--- src/design/hsvcw_pkg.sv ---
package hsvcw_pkg;

  localparam int HUE_W  = 16;
  localparam int CHAN_W = 8;
  localparam int MODE_W = 2;
  localparam int SEG_W  = 3;
  localparam int HRED_W = SEG_W + CHAN_W;   // reduced hue, below 1536

  localparam logic [CHAN_W-1:0] CMAX = '1;

  // Wheel mode codes
  typedef enum logic [MODE_W-1:0] {
    MODE_FULL = 2'd0,
    MODE_RG   = 2'd1,
    MODE_GB   = 2'd2,
    MODE_BR   = 2'd3
  } wheel_mode_t;

  typedef struct packed {
    logic [CHAN_W-1:0] red;
    logic [CHAN_W-1:0] green;
    logic [CHAN_W-1:0] blue;
  } rgb_t;

  // x mod 3, one bit per step (msb first)
  function automatic logic [1:0] mod3_7(input logic [6:0] x);
    logic [1:0] r;
    logic [2:0] t;
    r = 2'd0;
    for (int i = 6; i >= 0; i--) begin
      t = {r, x[i]};
      r = (t >= 3'd3) ? 2'(t - 3'd3) : t[1:0];
    end
    return r;
  endfunction

endpackage

--- src/design/hsvcw_in_if.sv ---
interface hsvcw_in_if
  import hsvcw_pkg::*;
();
  logic              valid;
  logic              ready;
  logic [HUE_W-1:0]  hue;
  logic [CHAN_W-1:0] saturation;
  logic [CHAN_W-1:0] level;
  logic [MODE_W-1:0] wheel_mode;

  modport source (output valid, output hue, output saturation, output level,
                  output wheel_mode, input ready);
  modport sink   (input valid, input hue, input saturation, input level,
                  input wheel_mode, output ready);
endinterface

--- src/design/hsvcw_out_if.sv ---
interface hsvcw_out_if
  import hsvcw_pkg::*;
();
  logic              valid;
  logic              ready;
  logic [CHAN_W-1:0] red;
  logic [CHAN_W-1:0] green;
  logic [CHAN_W-1:0] blue;

  modport source (output valid, output red, output green, output blue, input ready);
  modport sink   (input valid, input red, input green, input blue, output ready);
endinterface

--- src/design/hsv_color_wheel_to_rgb.sv ---
// Integer color-wheel HSV to RGB converter. Each transaction on in_ch carries a
// 16-bit hue, 8-bit saturation, 8-bit level and a 2-bit wheel mode, and yields
// exactly one red/green/blue transaction on out_ch, in order. Mode 0 reduces hue
// mod 1536 and walks the six-sextant wheel; modes 1..3 reduce hue mod 1024 and
// sweep back and forth along the red-green, green-blue or blue-red edge.
// Saturation pulls each channel toward 255, then level scales it by (v+1)/256.
// Throughput is one transaction per clock while out_ch is not stalled. There are
// four register stages: hue reduction, wheel lookup, saturation multiply and
// level multiply. The first stage loads at the accepting edge, and the output
// turns valid after the later stages. Each stage holds its item only while the
// stage after it is full and stalled, so bubbles are squeezed out and
// in_ch.ready stays high whenever out_ch is being drained or is empty.
module hsv_color_wheel_to_rgb
  import hsvcw_pkg::*;
(
  input  logic        clk,
  input  logic        rst_n,
  hsvcw_in_if.sink    in_ch,
  hsvcw_out_if.source out_ch
);

  // ---------------------------------------------------------------------
  // Stage valids and the ready chain. A stage may load when it is empty
  // or when its content moves on in the same cycle.
  // ---------------------------------------------------------------------
  logic v1_r, v2_r, v3_r, v4_r;
  logic rdy1, rdy2, rdy3, rdy4;

  assign rdy4 = !v4_r || out_ch.ready;
  assign rdy3 = !v3_r || rdy4;
  assign rdy2 = !v2_r || rdy3;
  assign rdy1 = !v1_r || rdy2;

  assign in_ch.ready = rdy1;

  always_ff @(posedge clk) begin
    if (!rst_n) begin
      v1_r <= 1'b0;
      v2_r <= 1'b0;
      v3_r <= 1'b0;
      v4_r <= 1'b0;
    end else begin
      if (rdy1) v1_r <= in_ch.valid;
      if (rdy2) v2_r <= v1_r;
      if (rdy3) v3_r <= v2_r;
      if (rdy4) v4_r <= v3_r;
    end
  end

  // ---------------------------------------------------------------------
  // Stage 1: hue reduction. 1536 = 3 * 512, so hue mod 1536 is
  // ((hue >> 9) mod 3) in the top two bits above hue[8:0]. Line modes
  // just keep the low ten bits.
  // ---------------------------------------------------------------------
  wheel_mode_t       mode_in;
  logic [HRED_W-1:0] h_nxt;
  logic [HRED_W-1:0] h1_r;
  logic [CHAN_W-1:0] s1_r, lv1_r;
  wheel_mode_t       mode1_r;

  assign mode_in = wheel_mode_t'(in_ch.wheel_mode);

  always_comb begin
    if (mode_in == MODE_FULL) begin
      h_nxt = {mod3_7(in_ch.hue[15:9]), in_ch.hue[8:0]};
    end else begin
      h_nxt = {1'b0, in_ch.hue[9:0]};
    end
  end

  always_ff @(posedge clk) begin
    if (rdy1 && in_ch.valid) begin
      h1_r    <= h_nxt;
      s1_r    <= in_ch.saturation;
      lv1_r   <= in_ch.level;
      mode1_r <= mode_in;
    end
  end

  // ---------------------------------------------------------------------
  // Stage 2: wheel lookup. Top bits of the reduced hue pick the segment,
  // the low byte is the ramp within it.
  // ---------------------------------------------------------------------
  logic [SEG_W-1:0]  seg;
  logic [CHAN_W-1:0] lo;
  rgb_t              base_nxt;
  rgb_t              base2_r;
  logic [CHAN_W-1:0] s2_r, lv2_r;

  assign seg = h1_r[HRED_W-1:CHAN_W];
  assign lo  = h1_r[CHAN_W-1:0];

  always_comb begin
    base_nxt = '0;
    unique case (mode1_r)
      MODE_FULL: begin
        unique case (seg)
          3'd0:    base_nxt = '{red: CMAX,      green: lo,        blue: '0};
          3'd1:    base_nxt = '{red: CMAX - lo, green: CMAX,      blue: '0};
          3'd2:    base_nxt = '{red: '0,        green: CMAX,      blue: lo};
          3'd3:    base_nxt = '{red: '0,        green: CMAX - lo, blue: CMAX};
          3'd4:    base_nxt = '{red: lo,        green: '0,        blue: CMAX};
          default: base_nxt = '{red: CMAX,      green: '0,        blue: CMAX - lo};
        endcase
      end
      MODE_RG: begin
        unique case (seg)
          3'd0:    base_nxt = '{red: CMAX,      green: lo,        blue: '0};
          3'd1:    base_nxt = '{red: CMAX - lo, green: CMAX,      blue: '0};
          3'd2:    base_nxt = '{red: lo,        green: CMAX,      blue: '0};
          default: base_nxt = '{red: CMAX,      green: CMAX - lo, blue: '0};
        endcase
      end
      MODE_GB: begin
        unique case (seg)
          3'd0:    base_nxt = '{red: '0, green: CMAX,      blue: lo};
          3'd1:    base_nxt = '{red: '0, green: CMAX - lo, blue: CMAX};
          3'd2:    base_nxt = '{red: '0, green: lo,        blue: CMAX};
          default: base_nxt = '{red: '0, green: CMAX,      blue: CMAX - lo};
        endcase
      end
      MODE_BR: begin
        unique case (seg)
          3'd0:    base_nxt = '{red: lo,        green: '0, blue: CMAX};
          3'd1:    base_nxt = '{red: CMAX,      green: '0, blue: CMAX - lo};
          3'd2:    base_nxt = '{red: CMAX,      green: '0, blue: lo};
          default: base_nxt = '{red: CMAX - lo, green: '0, blue: CMAX};
        endcase
      end
      default: base_nxt = '0;
    endcase
  end

  always_ff @(posedge clk) begin
    if (rdy2 && v1_r) begin
      base2_r <= base_nxt;
      s2_r    <= s1_r;
      lv2_r   <= lv1_r;
    end
  end

  // ---------------------------------------------------------------------
  // Stage 3: saturation. c' = 255 - (((255 - c) * (s + 1)) >> 8).
  // 255 - x on 8 bits is ~x; the product is at most 255 * 256.
  // ---------------------------------------------------------------------
  logic [CHAN_W:0]     s_inc;
  logic [2*CHAN_W-1:0] pr, pg, pb;
  rgb_t                sat3_r;
  logic [CHAN_W-1:0]   lv3_r;

  assign s_inc = {1'b0, s2_r} + (CHAN_W+1)'(1);
  assign pr = {{CHAN_W{1'b0}}, ~base2_r.red}   * {{(CHAN_W-1){1'b0}}, s_inc};
  assign pg = {{CHAN_W{1'b0}}, ~base2_r.green} * {{(CHAN_W-1){1'b0}}, s_inc};
  assign pb = {{CHAN_W{1'b0}}, ~base2_r.blue}  * {{(CHAN_W-1){1'b0}}, s_inc};

  always_ff @(posedge clk) begin
    if (rdy3 && v2_r) begin
      sat3_r.red   <= ~pr[2*CHAN_W-1:CHAN_W];
      sat3_r.green <= ~pg[2*CHAN_W-1:CHAN_W];
      sat3_r.blue  <= ~pb[2*CHAN_W-1:CHAN_W];
      lv3_r        <= lv2_r;
    end
  end

  // ---------------------------------------------------------------------
  // Stage 4: level. out = (c' * (v + 1)) >> 8, never above 255.
  // This stage is also the output register.
  // ---------------------------------------------------------------------
  logic [CHAN_W:0]     v_inc;
  logic [2*CHAN_W-1:0] qr, qg, qb;
  rgb_t                out4_r;

  assign v_inc = {1'b0, lv3_r} + (CHAN_W+1)'(1);
  assign qr = {{CHAN_W{1'b0}}, sat3_r.red}   * {{(CHAN_W-1){1'b0}}, v_inc};
  assign qg = {{CHAN_W{1'b0}}, sat3_r.green} * {{(CHAN_W-1){1'b0}}, v_inc};
  assign qb = {{CHAN_W{1'b0}}, sat3_r.blue}  * {{(CHAN_W-1){1'b0}}, v_inc};

  always_ff @(posedge clk) begin
    if (rdy4 && v3_r) begin
      out4_r.red   <= qr[2*CHAN_W-1:CHAN_W];
      out4_r.green <= qg[2*CHAN_W-1:CHAN_W];
      out4_r.blue  <= qb[2*CHAN_W-1:CHAN_W];
    end
  end

  assign out_ch.valid = v4_r;
  assign out_ch.red   = out4_r.red;
  assign out_ch.green = out4_r.green;
  assign out_ch.blue  = out4_r.blue;

endmodule

--- src/flat_wrapper.sv ---
// flat-port wrapper written by rule: the top's interface ports become plain ports
module hsv_color_wheel_to_rgb_flat import hsvcw_pkg::*;
  (clk, rst_n, in_ch_valid, in_ch_hue, in_ch_saturation, in_ch_level, in_ch_wheel_mode, in_ch_ready, out_ch_valid, out_ch_red, out_ch_green, out_ch_blue, out_ch_ready);
  hsvcw_in_if in_ch_i ();
  hsvcw_out_if out_ch_i ();
  input  logic clk;
  input  logic rst_n;
  input wire logic [$bits(in_ch_i.valid)-1:0] in_ch_valid;
  input wire logic [$bits(in_ch_i.hue)-1:0] in_ch_hue;
  input wire logic [$bits(in_ch_i.saturation)-1:0] in_ch_saturation;
  input wire logic [$bits(in_ch_i.level)-1:0] in_ch_level;
  input wire logic [$bits(in_ch_i.wheel_mode)-1:0] in_ch_wheel_mode;
  output wire logic [$bits(in_ch_i.ready)-1:0] in_ch_ready;
  output wire logic [$bits(out_ch_i.valid)-1:0] out_ch_valid;
  output wire logic [$bits(out_ch_i.red)-1:0] out_ch_red;
  output wire logic [$bits(out_ch_i.green)-1:0] out_ch_green;
  output wire logic [$bits(out_ch_i.blue)-1:0] out_ch_blue;
  input wire logic [$bits(out_ch_i.ready)-1:0] out_ch_ready;
  assign in_ch_i.valid = in_ch_valid;
  assign in_ch_i.hue = in_ch_hue;
  assign in_ch_i.saturation = in_ch_saturation;
  assign in_ch_i.level = in_ch_level;
  assign in_ch_i.wheel_mode = in_ch_wheel_mode;
  assign in_ch_ready = in_ch_i.ready;
  assign out_ch_valid = out_ch_i.valid;
  assign out_ch_red = out_ch_i.red;
  assign out_ch_green = out_ch_i.green;
  assign out_ch_blue = out_ch_i.blue;
  assign out_ch_i.ready = out_ch_ready;
  hsv_color_wheel_to_rgb u_core (.clk(clk), .rst_n(rst_n), .in_ch(in_ch_i), .out_ch(out_ch_i));
endmodule
--- config.mk ---
export PLATFORM = sky130hd
export DESIGN_NAME = hsv_color_wheel_to_rgb_flat
export DESIGN_NICKNAME = d
export VERILOG_FILES = /design/src/design/hsvcw_pkg.sv /design/src/design/hsvcw_in_if.sv /design/src/design/hsvcw_out_if.sv /design/src/design/hsv_color_wheel_to_rgb.sv /design/src/flat_wrapper.sv
export SDC_FILE = /design/constraint.sdc
export NUM_CORES = 1
export LEC_CHECK = 0
export ABC_AREA = 1
export CAP_MARGIN = 15
export CELL_PAD_IN_SITES_DETAIL_PLACEMENT = 0
export CELL_PAD_IN_SITES_GLOBAL_PLACEMENT = 1
export CORE_UTILIZATION = 51
export CTS_BUF_LIST = sky130_fd_sc_hd__clkbuf_16
export DETAILED_ROUTE_END_ITERATION = 10
export DONT_BUFFER_PORTS = 1
export GPL_ROUTABILITY_DRIVEN = 0
export PLACE_DENSITY_LB_ADDON = 0.1
export SLEW_MARGIN = 20
export SYNTH_ARGS = -nofsm -noshare
export SYNTH_HDL_FRONTEND = slang
export SYNTH_SLANG_ARGS = --single-unit
--- constraint.sdc ---
create_clock -name clk -period 6.8 [get_ports clk]
set_clock_uncertainty 0.2 [all_clocks]
set_input_delay 0.34 -clock clk [delete_from_list [all_inputs] [get_ports clk]]
set_output_delay 0.34 -clock clk [all_outputs]
set_load 0.02 [all_outputs]
### Yosys cells after proc, flatten, opt, wreduce, memory -nomap -nowiden

Index checks and enable logic that the tools add are counted.

| storage, ports and cells | value |
|---|---|
| register bits | 129 |
| input bits | 38 |
| word-level logic and storage cells | 82 |

| cells by class | value |
|---|---|
| $add $sub $neg | 9 |
| multipliers | 6 |
| order comparisons | 6 |
| equality and inequality tests | 7 |
| muxes and demuxes | 12 |
| bitwise logic cells | 6 |
| reduce and logical (&&, ||, !) cells | 15 |

Operator list:

| kind | number |
|---|---|
| $pmux 24 s3 | 2 |
| $pmux 24 s5 | 1 |
| $mul 8x9->16 | 6 |
| $pmux 24 s4 | 1 |
| $not 8->8 | 6 |
| $pmux 16 s3 | 1 |
| $add 8x1->9 const B | 2 |
| $ge 3x2->1 const B | 5 |
| $mux 2 | 6 |
| $sub 2x2->2 const B | 6 |
| $mux 10 | 1 |
| $sub 8x8->8 const A | 1 |
| $eq 3x2->1 const B | 2 |
| $eq 2x2->1 const B | 2 |
| $logic_and 1x1->1 | 4 |
| $logic_not 1->1 | 4 |
| $logic_not 2->1 | 2 |
| $logic_or 1x1->1 | 4 |
| $eq 3x1->1 const B | 1 |
| $eq 3x3->1 const B | 1 |
| $logic_not 3->1 | 1 |
| $eq 2x1->1 const B | 1 |
| $ge 2x2->1 const B | 1 |

### Longest topological paths before layout

| depth | value |
|---|---|
| depth in word-level cells | 13 |
| mapped depth | 34 |

### Least setup slack after synthesis

No wires, ideal clock.

| path | value |
|---|---|
| kind | reg2reg |
| from | register u_core.lv3_r[0] |
| to | register u_core.out_ch.red[5] (netlist name) |
| setup time | 0.260 ns |
| arrival | 4.747 ns |
| required time | 6.340 ns |
| path slack | 1.593 ns |
| cell stages (with the launch flop) | 26 |
| cell sequence | edfxtp_1 > ha_1 > nand2_1 > inv_1 > nor2_1 > clkinv_1 > clkbuf_1 > nor2_1 > fa_1 > fa_1 > inv_1 > fa_1 > fa_1 > inv_1 > ha_1 > nand2_1 > inv_1 > a221oi_1 > nand2_1 > nand2_1 > nand2_2 > nand2_1 > nand2_2 > nand2_1 > nand2_1 > xor2_1 |

| between the ends | value |
|---|---|
| cells in the longest elaborated chain, start to end | 2 |

RTL lines:

| what | line | source |
|---|---|---|
| start, declared | hsv_color_wheel_to_rgb.sv:149 | `logic [CHAN_W-1:0] lv3_r;` |
| start signal, assigned | hsv_color_wheel_to_rgb.sv:161 | `lv3_r <= lv2_r;` |
| $add 8x1->9 | hsv_color_wheel_to_rgb.sv:173 | `assign v_inc = {1'b0, lv3_r} + (CHAN_W+1)'(1);` |
| $mul 8x9->16 | hsv_color_wheel_to_rgb.sv:174 | `assign qr = {{CHAN_W{1'b0}}, sat3_r.red} * {{(CHAN_W-1){1'b0}}, v_inc};` |
| named net u_core.qr[13] | hsv_color_wheel_to_rgb.sv:170 | `logic [2*CHAN_W-1:0] qr, qg, qb;` |

The timed path passes the listed nets, and every way through them passes these cells.
A chain may end at the register's enable or synchronous reset.

### Worst setup path in the final report

| path | value |
|---|---|
| from | register u_core.s2_r[1] |
| to | register u_core.sat3_r[2] (netlist name), data pin |

| between the ends | value |
|---|---|
| cells in the longest elaborated chain, start to end | 3 |

RTL lines:

| what | line | source |
|---|---|---|
| start, declared | hsv_color_wheel_to_rgb.sv:88 | `logic [CHAN_W-1:0] s2_r, lv2_r;` |
| start signal, assigned | hsv_color_wheel_to_rgb.sv:137 | `s2_r <= s1_r;` |
| $add 8x1->9 | hsv_color_wheel_to_rgb.sv:151 | `assign s_inc = {1'b0, s2_r} + (CHAN_W+1)'(1);` |
| $mul 8x9->16 | hsv_color_wheel_to_rgb.sv:154 | `assign pb = {{CHAN_W{1'b0}}, ~base2_r.blue} * {{(CHAN_W-1){1'b0}}, s_inc};` |
| $not 8->8 | hsv_color_wheel_to_rgb.sv:160 | `sat3_r.blue <= ~pb[2*CHAN_W-1:CHAN_W];` |
| end, declared | hsv_color_wheel_to_rgb.sv:148 | `rgb_t sat3_r;` |

No other way between the ends.

==> impl_metrics.env <==
export IMPL_root_buffer="clkbuf_16"
export IMPL_max_slew_margin_pct=41.3
export IMPL_synth_top_area_share_pct=27.1
export IMPL_n_antenna_cell=0
export IMPL_drt_iter0_markers=691
export IMPL_worst_r2r_setup_slack_ns=0.91
export IMPL_cts_buffer_depth=2
export IMPL_track_usage_pct=23.7
export IMPL_seqCellArea_um2=3830
export IMPL_rows=67
export IMPL_clock_latency_ns=0.44
export IMPL_drc=0
export IMPL_fillers=3115
export IMPL_rsz0062_at_grt="false"
export IMPL_p_seq_share_pct=20.3
export IMPL_p_comb_share_pct=65.7
export IMPL_yosys_top_cells_count="inv_1 (459), nand2_1 (373), nor2_1 (264)"
export IMPL_setup_viol=0
export IMPL_yosysWarningCount=0
export IMPL_tightest_slew_ns=0.881
export IMPL_setup_ws_ns=0.907
export IMPL_area_growth_pct=7.96
export IMPL_maxCapViolCount=0
export IMPL_ios=64
export IMPL_grt_pass1_wl_um=66900
export IMPL_path_max_fanout=13
export IMPL_synth_area_per_cell_um2=8.62
export IMPL_r2r_cells=23
export IMPL_synth_cell_type_count=53
export IMPL_multi_input_area_um2=11900
export IMPL_synth_most_common_cell="inv_1"
export IMPL_wl_per_cell_um=15.4
export IMPL_yosys_area_top_type="fa_1"
export IMPL_powerDensity_nw_per_um2=346
export IMPL_p_clk_share_pct=13.9
export IMPL_grt_max_degree=41
export IMPL_synth_nets=2536
export IMPL_cts_setup_buffers=0
export IMPL_synth_flop_cell="edfxtp_1"
export IMPL_peakVddDrop_mv=0.325
export IMPL_die_h_um=189
export IMPL_clock_sinks=129
export IMPL_dp_hpwl_um=31500
export IMPL_slew_viol_final=0
export IMPL_holdPathEnd="u_core.h1_r[9]"
export IMPL_intPower_mw=3.54
export IMPL_ys_ff_latch=129
export IMPL_numCtsBuffers=17
export IMPL_vias=13000
export IMPL_syn_area_um2=17700
export IMPL_crit_required_ns=6.78
export IMPL_reg2reg_to="u_core.sat3_r[2]"
export IMPL_antenna_found_initial=0
export IMPL_die_x_um=189
export IMPL_ctsResizeCount=0
export IMPL_period_needed_ns=5.89
export IMPL_ant_nets=0
export IMPL_power_switching_mw=3.08
export IMPL_die_area_um2=35500
export IMPL_cts_max_level=4
export IMPL_ctsHoldBuffers=33
export IMPL_clk_pin_slew_worst_paths_ns=0.06
export IMPL_fin_crit_sh_pct=86.7
export IMPL_hold_viol=0
export IMPL_fin_total_pwr_mw=6.62
export IMPL_fmax_mhz=170
export IMPL_p_sw_share_pct=46.6
export IMPL_core_um2=33900
export IMPL_port_buffer_count=0
export IMPL_netlist_top_cells_area="fa_1 (27%), edfxtp_1 (21%), ha_1 (14%)"
export IMPL_cp_data_arrival_time_ns=5.87
export IMPL_final_nets=2557
export IMPL_status="finished clean"
export IMPL_hp_class="primary input to register"
export IMPL_min_delay_path_depth=5
export IMPL_synth_edf_count=125
export IMPL_synthCells=2058
export IMPL_hold_start="in_ch_hue[9]"
export IMPL_start_kind="register"
export IMPL_path_class="register to register"
export IMPL_leakage_nw=9.74
export IMPL_grt_remaining_overflow=0
export IMPL_cts_tree="built"
export IMPL_layout_drive_gt1_share_pct=4.68
export IMPL_start_util_pct=52.4
export IMPL_ys_seq_area_share_pct=21.6
export IMPL_fin_tns_setup_ns=0
export IMPL_preCtsSetupSlack_ns=0.868
export IMPL_cp_end_kind="register"
export IMPL_grt_pass1_vias=13600
export IMPL_ys_async_sr_fraction_pct=0
export IMPL_dr_pass1_iters=5
export IMPL_routed_wl_um=39000
export IMPL_viasPerCell=5.11
export IMPL_rr_startpoint="u_core.s2_r[1]"
[how the worst max path moves through the flow]
stage,cells past startpoint,end,from,slack [ns]
final,23,u_core.sat3_r[2],u_core.s2_r[1],0.91
after CTS,23,u_core.sat3_r[2],u_core.s2_r[1],0.87
after global routing,23,u_core.sat3_r[10],u_core.s2_r[1],0.43
after detailed placement,23,u_core.sat3_r[10],u_core.s2_r[1],0.87
after floorplan,25,u_core.out_ch.red[5],u_core.lv3_r[0],1.59
after global placement,23,u_core.sat3_r[2],u_core.s2_r[1],0.89
[critical path, stage by stage, from the launching register on]
cell      delay [ns]
edfxtp_1        0.42
ha_1            0.23
inv_1           0.07
nor2_1          0.05
nand2_1         0.07
nand2_1         0.38
inv_1           0.55
nand2_1         0.14
fa_1            0.51
fa_1            0.49
inv_1           0.06
fa_1            0.53
inv_1           0.05
fa_1            0.52
inv_1           0.04
ha_1            0.34
nand2_1         0.07
o21ai_0         0.25
inv_1           0.07
o21ai_0         0.12
a21oi_1         0.15
nor2_1          0.11
nor2_1          0.06
xor2_1          0.14
[cells in the final DEF, fill, tap and decap left out, types with 6 or more instances in the layout]
cell type / synthesis / final
xnor2_1: 28 / 28
nand2_2: 13 / 13
a31oi_1: 9 / 9
xor2_1: 42 / 42
edfxtp_1: 125 / 125
a21oi_1: 65 / 65
nor2_2: 5 / 8
nor2_1: 264 / 261
inv_6: 0 / 6
nor3_1: 10 / 10
o211ai_1: 10 / 10
dlygate4sd3_1: 0 / 33
nand4_1: 14 / 14
clkbuf_16: 0 / 17
buf_4: 2 / 17
inv_2: 9 / 9
fa_1: 240 / 240
o21ai_0: 34 / 34
nand2_1: 373 / 373
inv_1: 459 / 459
nand3_1: 39 / 39
ha_1: 200 / 200
[through the flow]
step	cell area (um^2)	hold slack (ns)	instances	utilization, %
2_1_floorplan	17700	0.200	2058	-
3_3_place_gp	18200	0.206	2475	53.8
3_5_place_dp	18200	0.205	2475	53.8
4_1_cts	19200	0.0648	2540	56.6
5_1_grt	19200	0.141	2540	56.6
6_report	19200	0.0797	2540	56.6
[registers in the layout, summed over array words and instances (netlist names)]
name / cells
u_core.s1_r: 8
u_core.out_ch.green: 8
u_core.s2_r: 8
u_core.out_ch.blue: 8
u_core.lv3_r: 8
u_core.out_ch.red: 8
u_core.out_ch.valid: 1
u_core.lv2_r: 8
u_core.h1_r: 11
u_core.v2_r: 1
u_core.sat3_r: 24
u_core.base2_r: 24
u_core.v1_r: 1
u_core.v3_r: 1
u_core.lv1_r: 8
u_core.mode1_r: 2
[metal layers]
layer	vias to the layer above	global-route usage, %	part of all wire, %
li1	6382	-	-
met3	50	2.53	3.3
met2	257	41.0	49
met5	-	0	0
met4	0	7.97	2.3
met1	6286	30.9	46
[area by class of cell]
| class | count | share of cell area (%) |
|---|---|---|
| inverter | 472 | 9.25 |
| multi-input combinational | 1409 | 62.4 |
| tap | 448 | 2.93 |
| timing repair buffer | 50 | 2.39 |
| clock buffer | 17 | 2.22 |
| clock inverter | 15 | 0.849 |
| sequential | 129 | 20.0 |
[power groups by stage]
stage	Combinational (mW)	Sequential, mW	Clock, mW
2_1_floorplan	3.52	1.31	0
3_3_place_gp	4.28	1.36	0
3_5_place_dp	4.35	1.36	0
4_1_cts	4.40	1.35	0.943
5_1_grt	5.11	1.36	0.972
6_report	4.35	1.35	0.923
[logic make-up after synthesis]
| logic type | count (synthesis) | share of synthesized area [%] |
|---|---|---|
| fa+ha+maj | 440 | 41.2 |
| xor+xnor | 70 | 3.45 |
| buf+inv | 520 | 11.1 |
| simple gates | 739 | 17.1 |
| flops | 129 | 21.6 |
| compound gates | 160 | 5.56 |
Note: power is estimated with default switching activity, not from simulation.
